File: config.mk
export PLATFORM = sky130hd
export DESIGN_NAME = gse_frame_packet_parser_flat
export DESIGN_NICKNAME = d
export VERILOG_FILES = /design/src/hw/rtl/gfp_pkg.sv /design/src/hw/rtl/gfp_in_if.sv /design/src/hw/rtl/gfp_out_if.sv /design/src/hw/rtl/gfp_front.sv /design/src/hw/rtl/gfp_queue.sv /design/src/hw/rtl/gfp_back.sv /design/src/hw/rtl/gse_frame_packet_parser.sv /design/src/flat_wrapper.sv
export SDC_FILE = /design/constraint.sdc
export NUM_CORES = 1
export LEC_CHECK = 0
export BUFFER_PORTS_ARGS = -buffer_cell sky130_fd_sc_hd__buf_2
export CORE_ASPECT_RATIO = 0.9
export CORE_MARGIN = 5
export CORE_UTILIZATION = 50
export DETAILED_ROUTE_END_ITERATION = 10
export GPL_ROUTABILITY_DRIVEN = 0
export PLACE_DENSITY_LB_ADDON = 0.05
export REMOVE_ABC_BUFFERS = 1
export SLEW_MARGIN = 5
export SYNTH_ARGS = -nofsm -noshare
export SYNTH_HDL_FRONTEND = slang
export SYNTH_SLANG_ARGS = --single-unit
File: constraint.sdc
create_clock -name clk_i -period 6.73 [get_ports clk_i]
set_input_delay 1.346 -clock clk_i [delete_from_list [all_inputs] [get_ports clk_i]]
set_output_delay 1.346 -clock clk_i [all_outputs]
set_load 0.05 [all_outputs]
File: src/hw/rtl/gfp_pkg.sv
package gfp_pkg;

  // Default width of the frame byte position counter.
  localparam int unsigned FramePosBits = 16;

  // Default depth of the queue between the parser and the result stage.
  localparam int unsigned QueueDepth = 4;

  // Reset value of the frame header length register.
  localparam logic [7:0] FrameHeaderReset = 8'd10;

  // Register index of the frame header length register.
  localparam logic RegFrameHeader = 1'b0;

  // GSE mode codes.
  localparam logic [1:0] ModeGuarantee = 2'd1;
  localparam logic [1:0] ModeCrypto    = 2'd3;

  // Result kinds.
  localparam logic KindDescriptor = 1'b0;
  localparam logic KindSummary    = 1'b1;

  // Parse phases of the byte stream.
  typedef enum logic [2:0] {
    PH_FHDR   = 3'd0,
    PH_FIRST  = 3'd1,
    PH_SECOND = 3'd2,
    PH_BODY   = 3'd3,
    PH_PRE    = 3'd4,
    PH_CHI    = 3'd5,
    PH_CLO    = 3'd6,
    PH_PAD    = 3'd7
  } phase_e;

  // Everything that one accepted byte causes: a descriptor, a summary or both.
  typedef struct packed {
    logic        desc_valid;
    logic        sum_valid;
    logic [11:0] data_length;
    logic [13:0] header_bytes;
    logic [11:0] payload_bytes;
    logic        start_flag;
    logic        end_flag;
    logic [1:0]  mode;
    logic        payload_clamped;
    logic [15:0] padding_count;
    logic [15:0] packet_count;
    logic        truncated;
  } event_t;

  // Header length before the guarantee and crypto fields.
  function automatic logic [2:0] base_header(input logic [7:0] b1);
    logic [2:0] h;
    h = 3'd2;
    if (b1[7] != b1[6]) h = h + 3'd1;
    if (b1[7]) h = h + 3'd2;
    return h;
  endfunction

endpackage

File: src/hw/rtl/gfp_in_if.sv
interface gfp_in_if;
  logic       valid;
  logic       ready;
  logic [7:0] data_byte;
  logic       last_byte;

  modport source (output valid, output data_byte, output last_byte, input ready);
  modport sink (input valid, input data_byte, input last_byte, output ready);
endinterface

File: src/hw/rtl/gfp_out_if.sv
interface gfp_out_if;
  logic        valid;
  logic        ready;
  logic        kind;
  logic [11:0] data_length;
  logic [13:0] header_bytes;
  logic [11:0] payload_bytes;
  logic        start_flag;
  logic        end_flag;
  logic [1:0]  mode;
  logic        payload_clamped;
  logic [15:0] padding_count;
  logic [15:0] packet_count;
  logic        truncated;
  logic        last_result;

  modport source (
    output valid, output kind, output data_length, output header_bytes,
    output payload_bytes, output start_flag, output end_flag, output mode,
    output payload_clamped, output padding_count, output packet_count,
    output truncated, output last_result, input ready
  );
  modport sink (
    input valid, input kind, input data_length, input header_bytes,
    input payload_bytes, input start_flag, input end_flag, input mode,
    input payload_clamped, input padding_count, input packet_count,
    input truncated, input last_result, output ready
  );
endinterface

File: src/hw/rtl/gfp_front.sv
module gfp_front import gfp_pkg::*; #(
  parameter int unsigned FRAME_POS_BITS = FramePosBits
) (
  input  logic        clk_i,
  input  logic        rst_ni,
  input  logic [7:0]  frame_header_bytes_i,
  gfp_in_if.sink      in_bus,
  input  logic        queue_ready_i,
  output logic        push_o,
  output event_t      event_o
);

  logic [FRAME_POS_BITS-1:0] pos_q, pos_d, pos_inc, fhb_ext;
  phase_e      phase_q, phase_d, work;
  logic [7:0]  first_q, first_d;
  logic [11:0] len_q, len_d;
  logic [13:0] skip_q, skip_d;
  logic [7:0]  chi_q, chi_d;
  logic [15:0] pad_q, pad_d;
  logic [15:0] pkt_q, pkt_d;

  logic        in_fire;
  logic        parse;
  logic        lone;
  logic        desc;
  logic [1:0]  pad_add;
  logic [16:0] pad_sum;
  logic [13:0] hdr;
  logic [2:0]  base;
  logic [12:0] reserved;
  logic [11:0] body_len;
  logic [15:0] pay;
  logic [1:0]  mode_new;

  // Accept a byte whenever the queue has room for what it may cause.
  assign in_bus.ready = queue_ready_i;
  assign in_fire      = in_bus.valid && queue_ready_i;

  assign pos_inc = (pos_q != '1) ? pos_q + FRAME_POS_BITS'(1) : pos_q;
  assign fhb_ext = FRAME_POS_BITS'(frame_header_bytes_i);

  // Parse one byte and work out the state after it.
  always_comb begin
    pos_d    = pos_q;
    phase_d  = phase_q;
    first_d  = first_q;
    len_d    = len_q;
    skip_d   = skip_q;
    chi_d    = chi_q;
    pad_d    = pad_q;
    pkt_d    = pkt_q;
    work     = phase_q;
    parse    = 1'b0;
    lone     = 1'b0;
    desc     = 1'b0;
    pad_add  = 2'd0;
    pad_sum  = 17'd0;
    hdr      = 14'd0;
    base     = base_header(first_q);
    reserved = 13'd0;
    body_len = 12'd0;
    pay      = 16'd0;
    mode_new = first_q[5:4];
    push_o   = 1'b0;
    event_o  = '0;

    if (in_fire) begin
      pos_d = pos_inc;
      parse = 1'b1;
      if (phase_q == PH_FHDR) begin
        if (pos_q < fhb_ext) begin
          parse = 1'b0;
          if (pos_inc >= fhb_ext) phase_d = PH_FIRST;
        end else begin
          work = PH_FIRST;
        end
      end

      if (parse) begin
        case (work)
          PH_FIRST: begin
            if (in_bus.last_byte) begin
              pad_add = 2'd1;
              lone    = 1'b1;
            end else begin
              first_d = in_bus.data_byte;
              phase_d = PH_SECOND;
            end
          end
          PH_SECOND: begin
            if (first_q == 8'd0 && in_bus.data_byte == 8'd0) begin
              pad_add = 2'd2;
              phase_d = PH_PAD;
            end else begin
              len_d = {first_q[3:0], in_bus.data_byte};
              if (mode_new == ModeCrypto) begin
                skip_d  = {11'd0, base} + 14'd2;
                phase_d = PH_PRE;
              end else begin
                hdr = {11'd0, base};
                if (mode_new == ModeGuarantee) hdr = hdr + 14'd4;
                desc    = 1'b1;
                skip_d  = {2'd0, len_d};
                phase_d = (skip_d != 14'd0) ? PH_BODY : PH_FIRST;
              end
            end
          end
          PH_BODY: begin
            skip_d = skip_q - 14'd1;
            if (skip_d == 14'd0) phase_d = PH_FIRST;
          end
          PH_PRE: begin
            skip_d = skip_q - 14'd1;
            if (skip_d == 14'd0) phase_d = PH_CHI;
          end
          PH_CHI: begin
            chi_d   = in_bus.data_byte;
            phase_d = PH_CLO;
          end
          PH_CLO: begin
            reserved = {chi_q[4:0], in_bus.data_byte};
            hdr      = {11'd0, base} + 14'd6 + {1'b0, reserved};
            desc     = 1'b1;
            if (len_q > ({9'd0, base} + 12'd4)) begin
              body_len = len_q - ({9'd0, base} + 12'd4);
            end
            skip_d  = {2'd0, body_len};
            phase_d = (skip_d != 14'd0) ? PH_BODY : PH_FIRST;
          end
          PH_PAD: begin
            pad_add = 2'd1;
          end
          default: begin
          end
        endcase
      end

      // Saturating frame counters.
      pad_sum = {1'b0, pad_q} + {15'd0, pad_add};
      pad_d   = pad_sum[16] ? 16'hFFFF : pad_sum[15:0];
      if (desc && pkt_q != 16'hFFFF) pkt_d = pkt_q + 16'd1;

      // Descriptor fields; the payload may come out negative.
      pay = {4'd0, len_d} - ({2'd0, hdr} - 16'd2);
      event_o.desc_valid      = desc;
      event_o.data_length     = desc ? len_d : 12'd0;
      event_o.header_bytes    = hdr;
      event_o.payload_bytes   = pay[15] ? 12'd0 : pay[11:0];
      event_o.start_flag      = desc && first_d[7];
      event_o.end_flag        = desc && first_d[6];
      event_o.mode            = desc ? first_d[5:4] : 2'd0;
      event_o.payload_clamped = desc && pay[15];

      // The final byte of a frame closes it with a summary.
      if (in_bus.last_byte) begin
        event_o.sum_valid     = 1'b1;
        event_o.padding_count = pad_d;
        event_o.packet_count  = pkt_d;
        event_o.truncated     = !lone && phase_d != PH_FIRST && phase_d != PH_PAD;
        pos_d   = '0;
        phase_d = PH_FHDR;
        first_d = 8'd0;
        len_d   = 12'd0;
        skip_d  = 14'd0;
        chi_d   = 8'd0;
        pad_d   = 16'd0;
        pkt_d   = 16'd0;
      end

      push_o = desc || in_bus.last_byte;
    end
  end

  // Parser state registers.
  always_ff @(posedge clk_i or negedge rst_ni) begin
    if (!rst_ni) begin
      pos_q   <= '0;
      phase_q <= PH_FHDR;
      first_q <= 8'd0;
      len_q   <= 12'd0;
      skip_q  <= 14'd0;
      chi_q   <= 8'd0;
      pad_q   <= 16'd0;
      pkt_q   <= 16'd0;
    end else begin
      pos_q   <= pos_d;
      phase_q <= phase_d;
      first_q <= first_d;
      len_q   <= len_d;
      skip_q  <= skip_d;
      chi_q   <= chi_d;
      pad_q   <= pad_d;
      pkt_q   <= pkt_d;
    end
  end

`ifndef SYNTHESIS
  // A frame end brings the parser back to the frame header skip.
  a_frame_clear: assert property (@(posedge clk_i) disable iff (!rst_ni)
    (in_fire && in_bus.last_byte) |=> (pos_q == '0 && phase_q == PH_FHDR))
    else $error("parser state not cleared after frame end");

  // Descriptors come only from the second header byte or the crypto low byte.
  a_desc_phase: assert property (@(posedge clk_i) disable iff (!rst_ni)
    event_o.desc_valid |-> (phase_q == PH_SECOND || phase_q == PH_CLO ||
                            phase_q == PH_FHDR))
    else $error("descriptor raised in a phase that cannot complete a header");
`endif

endmodule

File: src/hw/rtl/gfp_queue.sv
module gfp_queue import gfp_pkg::*; #(
  parameter int unsigned DEPTH = QueueDepth
) (
  input  logic   clk_i,
  input  logic   rst_ni,
  input  logic   push_i,
  input  event_t push_data_i,
  output logic   ready_o,
  input  logic   pop_i,
  output logic   valid_o,
  output event_t pop_data_o
);

  localparam int unsigned PtrW = (DEPTH > 1) ? $clog2(DEPTH) : 1;
  localparam int unsigned CntW = $clog2(DEPTH + 1);

  event_t            mem_q [DEPTH];
  logic [PtrW-1:0]   wr_q, wr_d, rd_q, rd_d;
  logic [CntW-1:0]   cnt_q, cnt_d;
  logic              do_push, do_pop;

  assign ready_o    = (cnt_q != CntW'(DEPTH));
  assign valid_o    = (cnt_q != '0);
  assign pop_data_o = mem_q[rd_q];
  assign do_push    = push_i && ready_o;
  assign do_pop     = pop_i && valid_o;

  // Pointer and fill count update.
  always_comb begin
    wr_d  = wr_q;
    rd_d  = rd_q;
    cnt_d = cnt_q;
    if (do_push) wr_d = (wr_q == PtrW'(DEPTH - 1)) ? '0 : wr_q + PtrW'(1);
    if (do_pop)  rd_d = (rd_q == PtrW'(DEPTH - 1)) ? '0 : rd_q + PtrW'(1);
    if (do_push && !do_pop) cnt_d = cnt_q + CntW'(1);
    if (!do_push && do_pop) cnt_d = cnt_q - CntW'(1);
  end

  always_ff @(posedge clk_i or negedge rst_ni) begin
    if (!rst_ni) begin
      wr_q  <= '0;
      rd_q  <= '0;
      cnt_q <= '0;
    end else begin
      wr_q  <= wr_d;
      rd_q  <= rd_d;
      cnt_q <= cnt_d;
    end
  end

  // Entry storage.
  always_ff @(posedge clk_i) begin
    if (do_push) mem_q[wr_q] <= push_data_i;
  end

`ifndef SYNTHESIS
  // The fill count never passes the depth.
  a_cnt_bound: assert property (@(posedge clk_i) disable iff (!rst_ni)
    cnt_q <= CntW'(DEPTH))
    else $error("queue fill count beyond depth");

  // A push into a full queue would drop a request.
  a_no_overflow: assert property (@(posedge clk_i) disable iff (!rst_ni)
    push_i |-> ready_o)
    else $error("push into a full queue");
`endif

endmodule

File: src/hw/rtl/gfp_back.sv
module gfp_back import gfp_pkg::*; (
  input  logic   clk_i,
  input  logic   rst_ni,
  input  logic   valid_i,
  input  event_t event_i,
  output logic   pop_o,
  gfp_out_if.source out_bus
);

  event_t ev_q;
  logic   pend_desc_q, pend_desc_d;
  logic   pend_sum_q, pend_sum_d;
  logic   fire;
  logic   rem_desc, rem_sum;

  assign fire     = out_bus.valid && out_bus.ready;
  assign rem_desc = pend_desc_q && !fire;
  assign rem_sum  = pend_sum_q && !(fire && !pend_desc_q);

  // Take the next entry as soon as the current one is fully delivered.
  assign pop_o = valid_i && !rem_desc && !rem_sum;

  always_comb begin
    pend_desc_d = rem_desc;
    pend_sum_d  = rem_sum;
    if (pop_o) begin
      pend_desc_d = event_i.desc_valid;
      pend_sum_d  = event_i.sum_valid;
    end
  end

  always_ff @(posedge clk_i or negedge rst_ni) begin
    if (!rst_ni) begin
      pend_desc_q <= 1'b0;
      pend_sum_q  <= 1'b0;
    end else begin
      pend_desc_q <= pend_desc_d;
      pend_sum_q  <= pend_sum_d;
    end
  end

  always_ff @(posedge clk_i) begin
    if (pop_o) ev_q <= event_i;
  end

  // The descriptor goes first, then the summary.
  assign out_bus.valid           = pend_desc_q || pend_sum_q;
  assign out_bus.kind            = pend_desc_q ? KindDescriptor : KindSummary;
  assign out_bus.data_length     = pend_desc_q ? ev_q.data_length : 12'd0;
  assign out_bus.header_bytes    = pend_desc_q ? ev_q.header_bytes : 14'd0;
  assign out_bus.payload_bytes   = pend_desc_q ? ev_q.payload_bytes : 12'd0;
  assign out_bus.start_flag      = pend_desc_q && ev_q.start_flag;
  assign out_bus.end_flag        = pend_desc_q && ev_q.end_flag;
  assign out_bus.mode            = pend_desc_q ? ev_q.mode : 2'd0;
  assign out_bus.payload_clamped = pend_desc_q && ev_q.payload_clamped;
  assign out_bus.padding_count   = pend_desc_q ? 16'd0 : ev_q.padding_count;
  assign out_bus.packet_count    = pend_desc_q ? 16'd0 : ev_q.packet_count;
  assign out_bus.truncated       = !pend_desc_q && ev_q.truncated;
  assign out_bus.last_result     = pend_desc_q ? !pend_sum_q : 1'b1;

`ifndef SYNTHESIS
  // A stalled result keeps its pending set until it is taken.
  a_hold_pending: assert property (@(posedge clk_i) disable iff (!rst_ni)
    (out_bus.valid && !out_bus.ready) |=> (pend_desc_q == $past(pend_desc_q) &&
                                           pend_sum_q == $past(pend_sum_q)))
    else $error("pending results changed while stalled");
`endif

endmodule

File: src/hw/rtl/gse_frame_packet_parser.sv
// Channel   Direction  Payload                                 Accepted when
// in_bus    sink       data_byte, last_byte                    valid && ready
// out_bus   source     kind .. last_result (result fields)     valid && ready
// APB       slave      frame_header_bytes at address 0         psel && penable && pwrite
//
// One byte is accepted per cycle while the queue has room; it is parsed in the cycle
// it is accepted. Results leave one per cycle while out_bus is ready, from a registered
// result stage behind a short queue. Input ready drops only when the queue is full, so
// stalls on the output side reach the input after the queue depth is used up.
// Reset is asynchronous and active low; no clearing pass is needed after it.
module gse_frame_packet_parser import gfp_pkg::*; #(
  parameter int unsigned FRAME_POS_BITS = FramePosBits,
  parameter int unsigned QUEUE_DEPTH    = QueueDepth
) (
  input  logic        clk_i,
  input  logic        rst_ni,
  gfp_in_if.sink      in_bus,
  gfp_out_if.source   out_bus,
  input  logic        psel_i,
  input  logic        penable_i,
  input  logic        pwrite_i,
  input  logic [2:0]  paddr_i,
  input  logic [31:0] pwdata_i,
  output logic [31:0] prdata_o,
  output logic        pready_o
);

  logic [7:0] fhb_q;
  logic       reg_sel;
  logic       q_ready, q_push, q_valid, q_pop;
  event_t     q_in, q_out;

  // Configuration register.
  assign pready_o = 1'b1;
  assign reg_sel  = (paddr_i[2] == RegFrameHeader);
  assign prdata_o = reg_sel ? {24'd0, fhb_q} : 32'd0;

  always_ff @(posedge clk_i or negedge rst_ni) begin
    if (!rst_ni) begin
      fhb_q <= FrameHeaderReset;
    end else if (psel_i && penable_i && pwrite_i && reg_sel) begin
      fhb_q <= pwdata_i[7:0];
    end
  end

  gfp_front #(
    .FRAME_POS_BITS(FRAME_POS_BITS)
  ) u_front (
    .clk_i               (clk_i),
    .rst_ni              (rst_ni),
    .frame_header_bytes_i(fhb_q),
    .in_bus              (in_bus),
    .queue_ready_i       (q_ready),
    .push_o              (q_push),
    .event_o             (q_in)
  );

  gfp_queue #(
    .DEPTH(QUEUE_DEPTH)
  ) u_queue (
    .clk_i      (clk_i),
    .rst_ni     (rst_ni),
    .push_i     (q_push),
    .push_data_i(q_in),
    .ready_o    (q_ready),
    .pop_i      (q_pop),
    .valid_o    (q_valid),
    .pop_data_o (q_out)
  );

  gfp_back u_back (
    .clk_i  (clk_i),
    .rst_ni (rst_ni),
    .valid_i(q_valid),
    .event_i(q_out),
    .pop_o  (q_pop),
    .out_bus(out_bus)
  );

endmodule
File: src/flat_wrapper.sv
// flat-port wrapper written by rule: the top's interface ports become plain ports
module gse_frame_packet_parser_flat import gfp_pkg::*;
#(
  parameter int unsigned FRAME_POS_BITS = FramePosBits,
  parameter int unsigned QUEUE_DEPTH    = QueueDepth
)
  (clk_i, rst_ni, psel_i, penable_i, pwrite_i, paddr_i, pwdata_i, prdata_o, pready_o, in_bus_valid, in_bus_data_byte, in_bus_last_byte, in_bus_ready, out_bus_valid, out_bus_kind, out_bus_data_length, out_bus_header_bytes, out_bus_payload_bytes, out_bus_start_flag, out_bus_end_flag, out_bus_mode, out_bus_payload_clamped, out_bus_padding_count, out_bus_packet_count, out_bus_truncated, out_bus_last_result, out_bus_ready);
  gfp_in_if in_bus_i ();
  gfp_out_if out_bus_i ();
  input  logic clk_i;
  input  logic rst_ni;
  input  logic psel_i;
  input  logic penable_i;
  input  logic pwrite_i;
  input  logic [2:0] paddr_i;
  input  logic [31:0] pwdata_i;
  output logic [31:0] prdata_o;
  output logic pready_o;
  input wire logic [$bits(in_bus_i.valid)-1:0] in_bus_valid;
  input wire logic [$bits(in_bus_i.data_byte)-1:0] in_bus_data_byte;
  input wire logic [$bits(in_bus_i.last_byte)-1:0] in_bus_last_byte;
  output wire logic [$bits(in_bus_i.ready)-1:0] in_bus_ready;
  output wire logic [$bits(out_bus_i.valid)-1:0] out_bus_valid;
  output wire logic [$bits(out_bus_i.kind)-1:0] out_bus_kind;
  output wire logic [$bits(out_bus_i.data_length)-1:0] out_bus_data_length;
  output wire logic [$bits(out_bus_i.header_bytes)-1:0] out_bus_header_bytes;
  output wire logic [$bits(out_bus_i.payload_bytes)-1:0] out_bus_payload_bytes;
  output wire logic [$bits(out_bus_i.start_flag)-1:0] out_bus_start_flag;
  output wire logic [$bits(out_bus_i.end_flag)-1:0] out_bus_end_flag;
  output wire logic [$bits(out_bus_i.mode)-1:0] out_bus_mode;
  output wire logic [$bits(out_bus_i.payload_clamped)-1:0] out_bus_payload_clamped;
  output wire logic [$bits(out_bus_i.padding_count)-1:0] out_bus_padding_count;
  output wire logic [$bits(out_bus_i.packet_count)-1:0] out_bus_packet_count;
  output wire logic [$bits(out_bus_i.truncated)-1:0] out_bus_truncated;
  output wire logic [$bits(out_bus_i.last_result)-1:0] out_bus_last_result;
  input wire logic [$bits(out_bus_i.ready)-1:0] out_bus_ready;
  assign in_bus_i.valid = in_bus_valid;
  assign in_bus_i.data_byte = in_bus_data_byte;
  assign in_bus_i.last_byte = in_bus_last_byte;
  assign in_bus_ready = in_bus_i.ready;
  assign out_bus_valid = out_bus_i.valid;
  assign out_bus_kind = out_bus_i.kind;
  assign out_bus_data_length = out_bus_i.data_length;
  assign out_bus_header_bytes = out_bus_i.header_bytes;
  assign out_bus_payload_bytes = out_bus_i.payload_bytes;
  assign out_bus_start_flag = out_bus_i.start_flag;
  assign out_bus_end_flag = out_bus_i.end_flag;
  assign out_bus_mode = out_bus_i.mode;
  assign out_bus_payload_clamped = out_bus_i.payload_clamped;
  assign out_bus_padding_count = out_bus_i.padding_count;
  assign out_bus_packet_count = out_bus_i.packet_count;
  assign out_bus_truncated = out_bus_i.truncated;
  assign out_bus_last_result = out_bus_i.last_result;
  assign out_bus_i.ready = out_bus_ready;
  gse_frame_packet_parser #(.FRAME_POS_BITS(FRAME_POS_BITS), .QUEUE_DEPTH(QUEUE_DEPTH)) u_core (.clk_i(clk_i), .rst_ni(rst_ni), .in_bus(in_bus_i), .out_bus(out_bus_i), .psel_i(psel_i), .penable_i(penable_i), .pwrite_i(pwrite_i), .paddr_i(paddr_i), .pwdata_i(pwdata_i), .prdata_o(prdata_o), .pready_o(pready_o));
endmodule
==> results_dict.tcl <==
set metrics [dict create \
    whs_ps 496 \
    cp-end-kind "flop" \
    status "finished clean" \
    initial_utilization_pct 50.4 \
    r2r-end "u_core.u_queue.mem_q[0][38]" \
    globalRouteOverflowTotal 0 \
    route.detailed.drc 0 \
    cpMostUsedCell "ha_1" \
    die_w_um 238 \
    clockBufferDepth 3 \
    io_buffers 112 \
    grt.total_usage_pct 20.4 \
    path_clk_slew_ps 60 \
    crit_start "in_bus_data_byte[2]" \
    diodes 0 \
    vias 14500 \
    die_y_um 215 \
    netlist.top_cell.by_area "edfxtp_1" \
    synthTopCellsByArea "edfxtp_1 50%, dfrtp_1 11%, mux4_2 7.5%" \
    antenna_found_initial 0 \
    crit_chain "buf_2 -> inv_1 -> ha_1 -> inv_1 -> ha_1 -> a211oi_2 -> nor2_2 -> or3_1 -> o211ai_1 -> buf_4 -> nor3_1 -> a21oi_1 -> o221ai_1 -> a31oi_1 -> ha_1 -> o21ai_0 -> nand2b_1 -> o2111ai_1 -> a32oi_1 -> a21oi_1 -> a22oi_1 -> buf_4 -> nor3b_1" \
    ys.warnings.count 0 \
    drt_iter0_drc 1183 \
    hp-class "flop to flop" \
    fillers 3868 \
    leakage_uw 0.00994 \
    synth_top_flop_cell "edfxtp_1" \
    routedWlPerCell_um 20.5 \
    clk_latency_ps 610 \
    drt_wl_total_um 51700 \
    grt-busiest-layer "met2" \
    met1_usage_pct 30.6 \
    setup_viol 0 \
    met2_usage_pct 31.7 \
    worstMarginPinSlew_ps 1020 \
    endpoint "u_core.u_queue.mem_q[0][38]" \
    powerDensity_mw_per_mm2 450 \
    grt_util_met3_pct 3.15 \
    max_freq_mhz 178 \
    rr_startpoint "u_core.u_front.first_q[7]" \
    numClockSinks 495 \
    synth_most_common_cell "edfxtp_1" \
    relSlewSlack_pct 31.7 \
    post-cts-setup-buffers 0 \
    ios 164 \
    postRouteAntennaNets 0 \
    h-tree-depth 2 \
    rrSetupSlack_ps 1350 \
    grt_max_degree 82 \
    die-area_mm2 0.0513 \
    rows 75 \
    finalHoldViolCount 0 \
    cts_tree "done" \
    fin_crit_sh_pct 83.6 \
    synth_top_area_share_pct 49.7 \
    cp_data_required_time_ps 7080 \
    synthCells 1780 \
    cts-root-buf "clkbuf_16" \
    synth_area_mm2 0.0235 \
    hold_buffers 0 \
    vias_per_cell 5.74 \
    synthTopCellsByCount "388 x edfxtp_1, 142 x nor2_1, 115 x nand2_1" \
    start_kind "input port" \
    crit_path_max_fanout 13 \
    drive_gt1_share_pct 17.7 \
    core_area_mm2 0.0465 \
    layout.nets 1978 \
    cap_violations 0 \
    ir_drop_mv 0.264 \
    ys_seq_elements 495 \
    cts_resized 0 \
    slowest_stage "or3_1" \
    grt_pass1_vias 14700 \
    reg2reg_depth 22 \
    setup_tns_ps 0 \
    skew_ps 31.3 \
    worst-setup-path-type "input port to flop" \
    period_needed_ps 5630 \
    async_reset_ff_share_pct 21.6 \
    synth-edff-count 388 \
    max_stage_delay_ps 470 \
    syn_area_per_cell_um2 13.2 \
    hpwlAfterDp_um 33200 \
    crit_arrival_ps 5980 \
    first_pass_iters 5 \
    numCtsBuffers 50 \
    seq_area_frac_synth_pct 61.1 \
    area_growth_pct 12.0 \
    slew_viol_final 0 \
    rsz0062_at_grt "no" \
    ys_types 85 \
    grt_pass1_wl_um 83700 \
]
## layout make-up
cell class | instances | area (um^2) | area share (%)
multi-input combinational | 1115 | 8390 | 32.0
clock inverter | 35 | 383 | 1.46
tap | 616 | 771 | 2.93
sequential | 495 | 14300 | 54.6
timing repair buffer | 144 | 853 | 3.25
clock buffer | 58 | 1280 | 4.88
inverter | 64 | 240 | 0.915
## flip-flops by register name, summed over array words and instances (netlist names), 5 cells and up
| register | flops |
|---|---|
| u_core.u_front.pad_q | 16 |
| u_core.u_front.chi_q | 5 |
| u_core.u_queue.mem_q | 312 |
| u_core.u_front.len_q | 12 |
| u_core.u_front.skip_q | 14 |
| u_core.u_front.first_q | 8 |
| u_core.u_back.ev_q | 76 |
| u_core.fhb_q | 8 |
| u_core.u_front.pkt_q | 16 |
| u_core.u_front.pos_q | 16 |
## stage by stage
step           power [uW]  setup WS, ps  cell area, um^2  instances  util (%)
5_1_grt             12500           684            26300       2527      56.4
6_report            11800          1100            26300       2527      56.4
3_3_place_gp         9030           677            24600       2434      52.8
3_5_place_dp         9080           575            24600       2434      52.8
4_1_cts             12000          1180            26300       2527      56.4
2_1_floorplan        7900           708            22900       1674         -
## per-layer routing
layer | part of all wire, % | vias to the layer above
met5 | 0 | -
met4 | 1.8 | 0
met3 | 5.3 | 64
met2 | 46 | 350
met1 | 47 | 7291
li1 | - | 6792
## cell families (layout without fill, tap and decap cells)
logic type      after synthesis  count (layout)  synth area share (%)
compound gates              285             285                  7.83
xor+xnor                     79              79                  2.95
fa+ha+maj                    58              58                  3.24
buf+inv                     193             301                  3.58
flops                       495             495                  61.1
mux                         119             119                  9.30
other cells                   2              25                0.0320
simple gates                549             549                  12.0
## worst max-delay path: cells and delay by family
kind                     cells  cell delay [ps]
AO/OA/AOI/OAI               10             1920
adder cells (fa/ha/maj)      3              820
buffers and inverters        5              700
AND/OR/NAND/NOR              5             1170
## power breakdown
group | leakage, uW | switching, uW | internal [uW]
clock | 0.000807 | 1180 | 1640
combinational | 0.00405 | 2840 | 1530
sequential | 0.00509 | 449 | 4170
## worst min path at each step
| stage | start | end | cells after the start |
|---|---|---|---|
| final | u_core.u_front.pad_q[0] | u_core.u_front.pad_q[0] | 2 |
| after global routing | u_core.u_front.pad_q[0] | u_core.u_front.pad_q[0] | 2 |
| after detailed placement | u_core.u_front.pad_q[0] | u_core.u_front.pad_q[0] | 2 |
| after CTS | u_core.u_front.pad_q[0] | u_core.u_front.pad_q[0] | 2 |
| after global placement | u_core.u_front.pad_q[0] | u_core.u_front.pad_q[0] | 2 |
| after floorplan | u_core.u_front.pad_q[0] | u_core.u_front.pad_q[0] | 2 |
## placed cells by master, fill, tap and decap left out, types with 29 or more instances in the layout
cell,synthesis,final
o21ai_0,69,69
xnor2_1,41,41
nor3_1,38,38
a21oi_1,75,75
nand2_1,115,114
mux2i_1,29,29
edfxtp_1,388,388
ha_1,52,52
buf_4,28,29
and2_1,57,53
nor2b_1,48,48
mux4_2,78,78
buf_2,3,111
inv_1,64,64
clkbuf_16,0,50
xor2_1,38,38
nor2_1,142,141
dfrtp_1,105,102
(Power assumes the default switching activity.)
